**config.mk**
```make
export PLATFORM = sky130hd
export DESIGN_NAME = swm_ctrl
export DESIGN_NICKNAME = d
export VERILOG_FILES = /design/src/rtl/core/swm_pkg.sv /design/src/rtl/core/swm_ctrl.sv
export SDC_FILE = /design/constraint.sdc
export NUM_CORES = 1
export LEC_CHECK = 0
export BUFFER_PORTS_ARGS = -buffer_cell sky130_fd_sc_hd__buf_4
export CELL_PAD_IN_SITES_DETAIL_PLACEMENT = 0
export CELL_PAD_IN_SITES_GLOBAL_PLACEMENT = 1
export CORE_MARGIN = 2
export CORE_UTILIZATION = 42
export DETAILED_ROUTE_END_ITERATION = 6
export HOLD_SLACK_MARGIN = 0.08
export PLACE_DENSITY_LB_ADDON = 0.2
export SLEW_MARGIN = 0
export SYNTH_ARGS = -nofsm -noshare
export SYNTH_HDL_FRONTEND = slang
export SYNTH_SLANG_ARGS = --single-unit
```
**constraint.sdc**
```tcl
create_clock -name clk -period 6.3 [get_ports clk]
set_input_delay 0.315 -clock clk [delete_from_list [all_inputs] [get_ports clk]]
set_output_delay 0.315 -clock clk [all_outputs]
set_load 0.01 [all_outputs]
```
**src/rtl/core/swm_pkg.sv**
```systemverilog
// shared constants and the command type for the sliding window median filter
// used by swm_ctrl, swm_dp and sliding_window_median
package swm_pkg;

  localparam int MAX_WINDOW = 64;
  localparam int SAMP_W     = 32;
  localparam int MED_W      = SAMP_W + 1;
  localparam int LEN_W      = $clog2(MAX_WINDOW + 1);
  localparam int IDX_W      = $clog2(MAX_WINDOW);
  localparam int CFG_DW     = 32;
  localparam int CFG_AW     = 3;

  localparam logic [LEN_W-1:0] LEN_RESET = LEN_W'(3);
  localparam logic [LEN_W-1:0] LEN_MAX   = LEN_W'(MAX_WINDOW);

  localparam logic [CFG_AW-1:0] REG_WINDOW_LENGTH = CFG_AW'(0);

  typedef struct packed {
    logic             ld_sample;
    logic             ring_rd;
    logic             ring_wr;
    logic [IDX_W-1:0] ring_addr;
    logic             rem;
    logic             ins;
    logic [LEN_W-1:0] cnt;
    logic             rd_a;
    logic             rd_b;
    logic [IDX_W-1:0] rd_idx;
    logic             ld_out;
  } cmd_t;

endpackage

```
**src/rtl/core/swm_ctrl.sv**
```systemverilog
// controller: window length register, fill count, oldest pointer and sequencing fsm
// depends on swm_pkg
module swm_ctrl (
  input  logic                         clk,
  input  logic                         rst_n,
  input  logic                         cfg_we,
  input  logic [swm_pkg::LEN_W-1:0]    cfg_len,
  output logic [swm_pkg::LEN_W-1:0]    len_reg,
  input  logic                         in_valid,
  output logic                         in_ready,
  output logic                         out_valid,
  input  logic                         out_ready,
  output swm_pkg::cmd_t                cmd
);

  localparam logic [2:0] S_IDLE = 3'd0;
  localparam logic [2:0] S_REM  = 3'd1;
  localparam logic [2:0] S_INS  = 3'd2;
  localparam logic [2:0] S_MLO  = 3'd3;
  localparam logic [2:0] S_MHI  = 3'd4;
  localparam logic [2:0] S_EMIT = 3'd5;

  logic [2:0]                state_r, state_nxt;
  logic [swm_pkg::LEN_W-1:0] wl_r, wl_nxt;
  logic [swm_pkg::LEN_W-1:0] fill_r, fill_nxt;
  logic [swm_pkg::IDX_W-1:0] ptr_r, ptr_nxt;
  logic                      steady_r, steady_nxt;
  logic                      ovalid_r, ovalid_nxt;

  logic [swm_pkg::LEN_W-1:0] len;
  logic [swm_pkg::LEN_W-1:0] ptr_inc;
  logic [swm_pkg::IDX_W-1:0] half;
  logic                      accept;

  always_comb begin
    if (wl_r == '0) begin
      len = swm_pkg::LEN_W'(1);
    end else if (wl_r > swm_pkg::LEN_MAX) begin
      len = swm_pkg::LEN_MAX;
    end else begin
      len = wl_r;
    end
  end

  assign half     = len[swm_pkg::LEN_W-1:1];
  assign ptr_inc  = {1'b0, ptr_r} + swm_pkg::LEN_W'(1);
  assign in_ready = (state_r == S_IDLE);
  assign accept   = in_valid && in_ready;
  assign len_reg  = wl_r;
  assign out_valid = ovalid_r;

  always_comb begin
    state_nxt  = state_r;
    wl_nxt     = wl_r;
    fill_nxt   = fill_r;
    ptr_nxt    = ptr_r;
    steady_nxt = steady_r;
    ovalid_nxt = ovalid_r;
    cmd        = '0;

    if (ovalid_r && out_ready) begin
      ovalid_nxt = 1'b0;
    end

    unique case (state_r)
      S_IDLE: begin
        cmd.ring_addr = ptr_r;
        if (accept) begin
          cmd.ld_sample = 1'b1;
          if (fill_r == len) begin
            cmd.ring_rd = 1'b1;
            steady_nxt  = 1'b1;
            state_nxt   = S_REM;
          end else begin
            steady_nxt = 1'b0;
            state_nxt  = S_INS;
          end
        end
      end
      S_REM: begin
        cmd.rem   = 1'b1;
        cmd.cnt   = len;
        state_nxt = S_INS;
      end
      S_INS: begin
        cmd.ins     = 1'b1;
        cmd.ring_wr = 1'b1;
        if (steady_r) begin
          cmd.cnt       = len - swm_pkg::LEN_W'(1);
          cmd.ring_addr = ptr_r;
          ptr_nxt       = (ptr_inc == len) ? '0 : ptr_inc[swm_pkg::IDX_W-1:0];
          state_nxt     = S_MLO;
        end else begin
          cmd.cnt       = fill_r;
          cmd.ring_addr = fill_r[swm_pkg::IDX_W-1:0];
          fill_nxt      = fill_r + swm_pkg::LEN_W'(1);
          ptr_nxt       = '0;
          state_nxt     = (fill_nxt == len) ? S_MLO : S_IDLE;
        end
      end
      S_MLO: begin
        cmd.rd_a   = 1'b1;
        cmd.rd_idx = len[0] ? half : half - swm_pkg::IDX_W'(1);
        state_nxt  = S_MHI;
      end
      S_MHI: begin
        cmd.rd_b   = 1'b1;
        cmd.rd_idx = half;
        state_nxt  = S_EMIT;
      end
      S_EMIT: begin
        if (!ovalid_r || out_ready) begin
          cmd.ld_out = 1'b1;
          ovalid_nxt = 1'b1;
          state_nxt  = S_IDLE;
        end
      end
      default: begin
        state_nxt = S_IDLE;
      end
    endcase

    if (cfg_we) begin
      wl_nxt   = cfg_len;
      fill_nxt = '0;
      ptr_nxt  = '0;
    end
  end

  always_ff @(posedge clk) begin
    if (!rst_n) begin
      state_r  <= S_IDLE;
      wl_r     <= swm_pkg::LEN_RESET;
      fill_r   <= '0;
      ptr_r    <= '0;
      steady_r <= 1'b0;
      ovalid_r <= 1'b0;
    end else begin
      state_r  <= state_nxt;
      wl_r     <= wl_nxt;
      fill_r   <= fill_nxt;
      ptr_r    <= ptr_nxt;
      steady_r <= steady_nxt;
      ovalid_r <= ovalid_nxt;
    end
  end

endmodule

```
==> impl_metrics.toml, run 1 <==
[status]
outcome = "completed"

[clock_network]
cts_root_buf = "clkbuf_8"
cts_setup_buffers = 0
cts_made_buffers = 3
clock_sinks = 25
cts_tree = "built"
cts-htree-levels = 1
clock_latency_ns = 0.28
cts-hold-fix-buffers = 0
cts_resized = 0
cts_buffer_depth = 2
clkTransAtPathRegs_ns = 0.10

[placed_design]
globalplace.congestion = 0.8663
dp_slack_ns = 3.722
port_buffers = 47
hpwlAfterDp_um = 4747
dp.cells = 399

[sta]
rsz0062_at_grt = "no"
fin_skew_ns = 0.006128
setup_viol = 0
fin_crit_sh = 0.4619
tightest_slew_ns = 0.8514
postLayoutSetupSlackWorst_ns = 3.390
hold_viol = 0
period_needed_ns = 2.910
tns_ns = 0
slew_violations = 0
max_freq_mhz = 343.6
slew_headroom = 0.4316

[setup_path]
cp.arrival_ns = 2.60
endpoint_kind = "output port"
cp.required_ns = 5.98
r2r_start = "len_reg[3]$_SDFFE_PN0P_"
critPathLaunch = "len_reg[4]$_SDFFE_PN0P_"
reg2reg_to = "ptr_r[5]$_SDFFE_PP0P_"
path_class = "register to output port"
r2r_slack_ns = 3.87
cp-endpoint = "cmd[15]"
r2r_cells = 7
crit_path_max_fanout = 15
worst_setup_path_start_kind = "register"

[global_routing]
grt_pass1_vias = 2041
grt_pass1_wl_um = 10550
met3_usage = 0.03294
grt_start_max_net_pins = 27
grtUsageMet1 = 0.3017
use_met2 = 0.3667
grt_use_total = 0.2197
grt_antenna_before_repair = 0
top_usage_layer = "met2"
grt_remaining_overflow = 0

[synth]
synth_most_common_cell = "nand2_1"
synth_edf_count = 0
syn_inst = 308
synthArstFlopShare = 0
synthTopCellsByCount = "nand2_1, dfxtp_1, nor2_1"
yosysTopAreaCell = "dfxtp_1"
synth_top_cell_area_share = 0.2255
syn_area_um2 = 2220
synth_ff_type = "dfxtp_1"
synth.distinct_cells = 50
ys_ff_latch = 25
syn-num-nets = 325
yosysSeqAreaShare = 0.2255
synthTopCellsByArea = "dfxtp_1, xnor2_1, mux2i_1"
yosysWarnings = 0
syn_area_per_cell_um2 = 7.207

[routing]
avgViaCountPerCell = 5.744
antenna_left = 0
drcViolationCount = 0
vias = 2315
dr.pass1.iters = 5
wl_um = 6504
initialDrtViolationCount = 132
routedWlPerCell_um = 16.14

[cells_and_area]
stdcell_count = 403
n_fill_cell = 535
nets = 351
drive_above_1_share = 0.1862
area_growth_pct = 17.02
num_antenna_cells = 0

[power_and_ir_drop]
vdd_drop_max_uv = 113.4
powerDensity_nw_per_um2 = 148.5
comb_power_share = 0.281
power.share.clock = 0.263
p_sw_frac = 0.3419
seqPwrFrac = 0.456
switchingPower_uw = 131.9
leakagePower_uw = 0.001010
internal-power_uw = 253.9

[hold_path]
hold_depth = 3
hp-class = "primary input to register"

[die]
initial_core_util = 0.4346
core.rowCount = 26
die_w_um = 76.70
core-area_um2 = 5107
pin_count = 48
die_y_um = 76.70
die_area_um2 = 5882

[run]
drv_cap = 0
-- worst max-delay path, cell delays in order (launching register included) --
cell	delay, ns
dfxtp_1	0.70
nor4_1	0.16
a22oi_2	0.45
ha_1	0.36
nand3_1	0.10
o211ai_1	0.11
o21ai_0	0.12
o22ai_1	0.16
buf_4	0.16
-- cell families after synthesis --
group,count (synthesis),share of synthesized area
simple gates,121,0.2796
fa+ha+maj,5,0.02818
compound gates,79,0.2289
mux,14,0.06426
flops,25,0.2255
xor+xnor,26,0.1026
buf+inv,38,0.07103
-- power by group through the flow --
stage	sequential, uW	clock (uW)	combinational [uW]
after floorplan	171	0	82.7
after global placement	179	0	108
after detailed placement	179	0	108
after CTS	176	106	108
after global routing	178	112	119
final	176	101	108
-- cells in the final DEF, fill, tap and decap left out, types with 2 or more instances in the layout --
master    count
a31oi_1       8
a21oi_1      11
nand3_1      14
and4_1        2
a21boi_0      2
o41ai_1       2
mux2_2        2
o211ai_1      3
o22ai_1      11
mux2i_1      12
o21ai_0      23
o21a_1        2
nor3_1       10
ha_1          5
a211oi_1      2
xor2_1       12
xnor2_1      14
nand2_1      31
a32oi_1       3
nand2b_1      8
nor2_1       25
dfxtp_1      25
buf_4        48
nand3b_1      4
clkbuf_8      3
or3_1         2
inv_1        11
nor4_1        5
a22o_1        3
nor2b_1      10
-- per-stage QoR --
stage | total power (uW) | hold WS (ns) | utilization | instance area, um2
after global placement | 287.3 | 0.5168 | 0.4995 | 2551
after global routing | 408.8 | 0.2561 | 0.5086 | 2597
after floorplan | 253.2 | 0.4438 | - | 2220
final | 385.8 | 0.2432 | 0.5086 | 2597
after detailed placement | 287.3 | 0.5257 | 0.4995 | 2551
after CTS | 389.8 | 0.2392 | 0.5086 | 2597
-- worst min path at each step --
stage / start / endpoint / slack [ns]
final: cfg_len[0] / len_reg[0]$_SDFFE_PN1P_ / 0.24
after global routing: cfg_len[1] / len_reg[1]$_SDFFE_PN1P_ / 0.26
after detailed placement: out_valid$_SDFF_PN0_ / out_valid$_SDFF_PN0_ / 0.53
after CTS: cfg_len[0] / len_reg[0]$_SDFFE_PN1P_ / 0.24
after global placement: out_valid$_SDFF_PN0_ / out_valid$_SDFF_PN0_ / 0.52
after floorplan: cfg_len[0] / len_reg[0]$_SDFFE_PN1P_ / 0.44
-- cell type report --
type / count / area (um2) / share of cell area
Sequential cell: 25 / 500.5 / 0.1927
Clock buffer: 3 / 41.29 / 0.01590
Tap cell: 70 / 87.58 / 0.03372
Multi-Input combinational cell: 245 / 1562 / 0.6012
Inverter: 11 / 41.29 / 0.01590
Clock inverter: 1 / 5.005 / 0.001927
Timing Repair Buffer: 48 / 360.3 / 0.1387
-- per-layer routing --
metal  share of wire  routed length (um)  up-vias
li1                -                   -     1149
met1            0.46                3002     1097
met2            0.48                3153       65
met3           0.046                 301        4
met4          0.0071                  46        0
met5               0                   0        -
Power figures use the tool's default switching activity.
==> inputs of run 2 (changes only) <==
CORE_UTILIZATION = 39   (was 42)
clock period = 2.7 ns   (was 6.3 ns; I/O delays follow)
==> run 2 against run 1 <==
Effect of this change: worst hold slack lost 0.13 ns; sequential cell count is the same; clock power grew 140%; highest routed layer unchanged; first-iteration DRC count grew 67%; critical path depth shrank 1; register-to-register slack lost 3.4 ns; critical path type unchanged; critical endpoint is now cmd[25]; utilization shrank 1.7 points.
==> impl_metrics.toml, run 2 (synthesis gave the netlist of run 1 again) <==
[status]
outcome = "completed"

[sta]
max_freq_mhz = 392.7
rsz0062_at_grt = "no"
fin_skew_ns = 0.002830
fin_crit_sh = 0.9430
tightest_slew_ns = 0.5109
period_needed_ns = 2.546
hold_viol = 0
tns_ns = 0
setup_viol = 0
slew_violations = 0
slew_headroom = 0.6589

[setup_path]
r2r_cells = 8
endpoint_kind = "output port"
cp.required_ns = 2.57
critPathLaunch = "len_reg[5]$_SDFFE_PN0P_"
path_class = "register to output port"
r2r_slack_ns = 0.46
reg2reg_to = "ptr_r[5]$_SDFFE_PP0P_"
cp-endpoint = "cmd[25]"
crit_path_max_fanout = 10
cp.arrival_ns = 2.41
r2r_start = "len_reg[2]$_SDFFE_PN0P_"
worst_setup_path_start_kind = "register"

[cells_and_area]
drive_above_1_share = 0.2139
stdcell_count = 418
nets = 364
n_fill_cell = 532
final_cell_mix = "buf_4, nand2_1, nor2_1, dfxtp_1, o21ai_0"
final_common_cell = "buf_4"
num_antenna_cells = 0
area_growth_pct = 21.87

[run]
drv_cap = 0

[routing]
avgViaCountPerCell = 5.653
initialDrtViolationCount = 220
dr.pass1.iters = 5
drcViolationCount = 0
routedWlPerCell_um = 16.53
antenna_left = 0
wl_um = 6911
vias = 2363

[placed_design]
globalplace.congestion = 0.8665
hpwlAfterDp_um = 5079
dp.cells = 412
port_buffers = 47

[die]
die_w_um = 79.44
pin_count = 48
initial_core_util = 0.4031
die_y_um = 79.44
core.rowCount = 27
die_area_um2 = 6311
core-area_um2 = 5507

[clock_network]
cts_tree = "built"
cts_setup_buffers = 0
cts_root_buf = "clkbuf_8"
cts_made_buffers = 3
cts_buffer_depth = 2
cts-htree-levels = 1
clkTransAtPathRegs_ns = 0.10
clock_latency_ns = 0.27
clock_sinks = 25

[power_and_ir_drop]
vdd_drop_max_uv = 182.4
powerDensity_nw_per_um2 = 344.3
leakagePower_uw = 0.001074

[global_routing]
grt_pass1_vias = 2101
grt_remaining_overflow = 0
grt_use_total = 0.2217
grt_pass1_wl_um = 10930
grt_start_max_net_pins = 20
grt_antenna_before_repair = 0

[hold_path]
hp-class = "primary input to register"
==> run 2: cell count changes in the layout (fill, tap and decap cells not counted) <==
cell / change
dlygate4sd3_1: +2
buf_4: +11
nand2_1: -1
nand2_2: +1
==> run 2: worst min path at each step <==
| stage | cells past startpoint | to | slack [ns] | from |
|---|---|---|---|---|
| 2_1_floorplan | 2 | len_reg[0]$_SDFFE_PN1P_ | 0.26 | cfg_len[0] |
| 3_3_place_gp | 3 | len_reg[0]$_SDFFE_PN1P_ | 0.35 | cfg_len[0] |
| 3_5_place_dp | 3 | len_reg[0]$_SDFFE_PN1P_ | 0.35 | cfg_len[0] |
| 4_1_cts | 3 | len_reg[3]$_SDFFE_PN0P_ | 0.11 | cfg_len[3] |
| 5_1_grt | 3 | len_reg[3]$_SDFFE_PN0P_ | 0.11 | cfg_len[3] |
| 6_report | 3 | len_reg[3]$_SDFFE_PN0P_ | 0.11 | cfg_len[3] |
==> run 2: power breakdown <==
| group | total, uW | leakage, uW | internal, uW | switching, uW |
|---|---|---|---|---|
| Combinational | 287 | 0.000845 | 126 | 161 |
| Sequential | 404 | 0.000203 | 379 | 25.0 |
| Clock | 240 | 0.0000255 | 104 | 137 |
| Total | 931 | 0.00107 | 609 | 322 |
==> run 2: final cells by class <==
type                    count  area (um2)  area share
multi-input cells         245        1564      0.5782
flip-flops and latches     25       500.5      0.1850
repair buffers             61       462.9      0.1711
well taps                  72       90.09     0.03330
clock buffers               3       41.29     0.01526
inverters                  11       41.29     0.01526
clock inverters             1       5.005    0.001850
==> run 2: stage by stage <==
step                power [uW]  cell area, um2  worst slack (ns)  hold slack (ns)  utilization
floorplan                590.9            2220            0.5452           0.2638            -
global route             981.7            2705           0.01115           0.1088       0.4913
detailed placement       690.4            2636            0.4667           0.3545       0.4788
global placement         692.4            2636            0.5138           0.3493       0.4788
CTS                      936.8            2703            0.1398           0.1070       0.4908
finish                   931.3            2705            0.1538           0.1138       0.4913
==> run 2: critical path, cell delays in order (launching register included) <==
cell	delay [ns]
dfxtp_1	0.45
or4_4	0.48
or3_4	0.35
a211oi_2	0.21
a31oi_1	0.07
nor3_2	0.27
and2_2	0.20
buf_4	0.11
==> run 2: timing repair <==
item | in CTS | in global routing
resized for setup | 0 | 1
hold buffers | 2 | 0
endpoints found under the hold margin | 2 | 0
endpoints found under the setup margin | 0 | 1
==> run 2: layer usage <==
metal,GRT usage,part of all wire,vias up
met1,0.3326,0.49,1073
met3,0.02715,0.065,6
met5,0,0,-
met2,0.3361,0.43,107
met4,0.05000,0.011,0
li1,-,-,1177
==> inputs of run 3 (changes only) <==
GPL_TIMING_DRIVEN = 0   (was default)
==> run 3 against run 2 <==
Effect of this change: register-to-register slack worse by 0.14 ns; fmax is 3.8% lower; worst hold slack worse by 0.0058 ns; final cell count is 4.1% higher; first-iteration DRC count is 26% lower; total power is 0.17% higher; sequential share of layout area is 0.21 points lower; via count is 1.9% higher; sequential cell count stayed put; critical path depth stayed put.
==> impl_metrics.toml, run 3 (synthesis gave the netlist of run 1 again) <==
[sta]
hold_viol = 0
fin_skew_ns = 0.008112
slew_headroom = 0.5439
setup_viol = 0
tightest_slew_ns = 0.6842
period_needed_ns = 2.646
postLayoutSetupSlackWorst_ns = 0.05368
max_freq_mhz = 377.9
fin_crit_sh = 0.9801
slew_violations = 0

[power_and_ir_drop]
leakagePower_uw = 0.001087
vdd_drop_max_uv = 222.2
powerDensity_nw_per_um2 = 336.8

[die]
die_y_um = 79.44
die_w_um = 79.44
core.rowCount = 27
die_area_um2 = 6311
pin_count = 48
core-area_um2 = 5507
initial_core_util = 0.4031

[setup_path]
path_class = "register to output port"
r2r_start = "len_reg[5]$_SDFFE_PN0P_"
cp.required_ns = 2.57
cp_top_family = "simple AND/OR/NAND/NOR gates"
endpoint_kind = "output port"
crit_path_max_fanout = 7
crit_buf_inv = 1
path_cells = "or4_4, or3_4, a211oi_2, a31oi_1, nor3_2, and2_4, buf_4"
worst_setup_path_start_kind = "register"
crit_slowest_cell = "or4_4"
critPathLaunch = "len_reg[5]$_SDFFE_PN0P_"
cp.arrival_ns = 2.51
cp_slowest_stage_delay_ns = 0.56

[global_routing]
grt_pass1_vias = 2252
grt_remaining_overflow = 0
grt_use_total = 0.2391
grt_pass1_wl_um = 11760
grt_start_max_net_pins = 15
grt_antenna_before_repair = 0

[placed_design]
globalplace.congestion = 0.8474
hpwlAfterDp_um = 5296
port_buffers = 46
dp_slack_ns = 0.2505

[clock_network]
cts_tree = "built"
clock_sinks = 25
cts_made_buffers = 3
cts_root_buf = "clkbuf_8"
clkTransAtPathRegs_ns = 0.10
cts-htree-levels = 1
cts_buffer_depth = 2
clock_latency_ns = 0.28

[routing]
antenna_left = 0
dr.pass1.iters = 4
drcViolationCount = 0
vias = 2408
wl_um = 7220
avgViaCountPerCell = 5.536
routedWlPerCell_um = 16.60
initialDrtViolationCount = 163

[cells_and_area]
num_antenna_cells = 0
nets = 381
fin_util = 0.5031
final_common_cell = "buf_4"
area_growth_pct = 24.80
final_cell_mix = "buf_4, nand2_1, nor2_1, o21ai_0, dfxtp_1"
drive_above_1_share = 0.2066

[hold_path]
worstHoldStart = "cfg_len[6]"
hp-class = "primary input to register"

[run]
drv_cap = 0

[status]
outcome = "completed"
-- run 3: cell count changes in the layout (fill, tap and decap cells not counted), sizes merged --
cell    before  now
clkbuf       3   25
buf         59   54
-- run 3: metal layers --
| layer | wire length (um) | vias to the layer above | track usage | share of wire |
|---|---|---|---|---|
| li1 | - | 1214 | - | - |
| met1 | 3466 | 1101 | 0.3340 | 0.48 |
| met2 | 3181 | 83 | 0.3849 | 0.44 |
| met3 | 475 | 10 | 0.02602 | 0.066 |
| met4 | 96 | 0 | 0.07414 | 0.013 |
| met5 | 0 | - | 0 | 0 |
-- run 3: worst register-to-register path, stage by stage, from the launching register on --
cell and delay (ns):
dfxtp_4 0.39, or4_4 0.56, or3_4 0.36, a211oi_2 0.22, a31oi_1 0.07, nor3_2 0.31, and2_4 0.21, buf_4 0.10
o21a_1 0.11
-- run 3: cell type report --
type / count / area, um2
Inverter: 11 / 41.29
Sequential cell: 25 / 506.7
Multi-Input combinational cell: 245 / 1572
Clock buffer: 3 / 41.29
Buffer: 25 / 111.4
Tap cell: 72 / 90.09
Timing Repair Buffer: 53 / 402.9
Fill cell: 568 / 2736
Clock inverter: 1 / 5.005
-- run 3: final timing paths --
path                                           endpoint  slack, ns  cells past startpoint
worst max-delay path                            cmd[25]       0.05                      7
worst min-delay path            len_reg[6]$_SDFFE_PN0P_       0.11                      3
worst max register to register    steady_r$_SDFFE_PN0P_       0.32                      8
worst min register to register     out_valid$_SDFF_PN0_       0.55                      2
-- run 3: per-stage QoR --
| stage | hold slack, ns | instances | instance area [um2] | setup TNS, ns | total power, uW |
|---|---|---|---|---|---|
| 6_report | 0.1079 | 435 | 2770 | 0 | 932.9 |
| 5_1_grt | 0.1014 | 435 | 2770 | -0.01813 | 986.6 |
| 4_1_cts | 0.1062 | 433 | 2730 | 0 | 932.4 |
| 3_5_place_dp | 0.3604 | 426 | 2655 | 0 | 688.1 |
| 3_3_place_gp | 0.3534 | 426 | 2655 | 0 | 686.5 |
| 2_1_floorplan | 0.2638 | 308 | 2220 | 0 | 590.9 |
-- run 3: power by group --
group	switching, uW	leakage, uW	total, uW	internal (uW)
Sequential	14.5	0.000205	394	379
Combinational	174	0.000857	301	127
Clock	134	0.0000255	238	104
Total	323	0.00109	933	610
-- run 3: what timing repair did --
| action | 4_1_cts | 5_1_grt |
|---|---|---|
| endpoints found under the setup margin | 3 | 5 |
| resized for setup | 1 | 11 |
| hold endpoints to repair | 2 | 0 |
| buffers inserted | 1 | 4 |
| pin swaps | 2 | 3 |
| hold buffers | 2 | 0 |
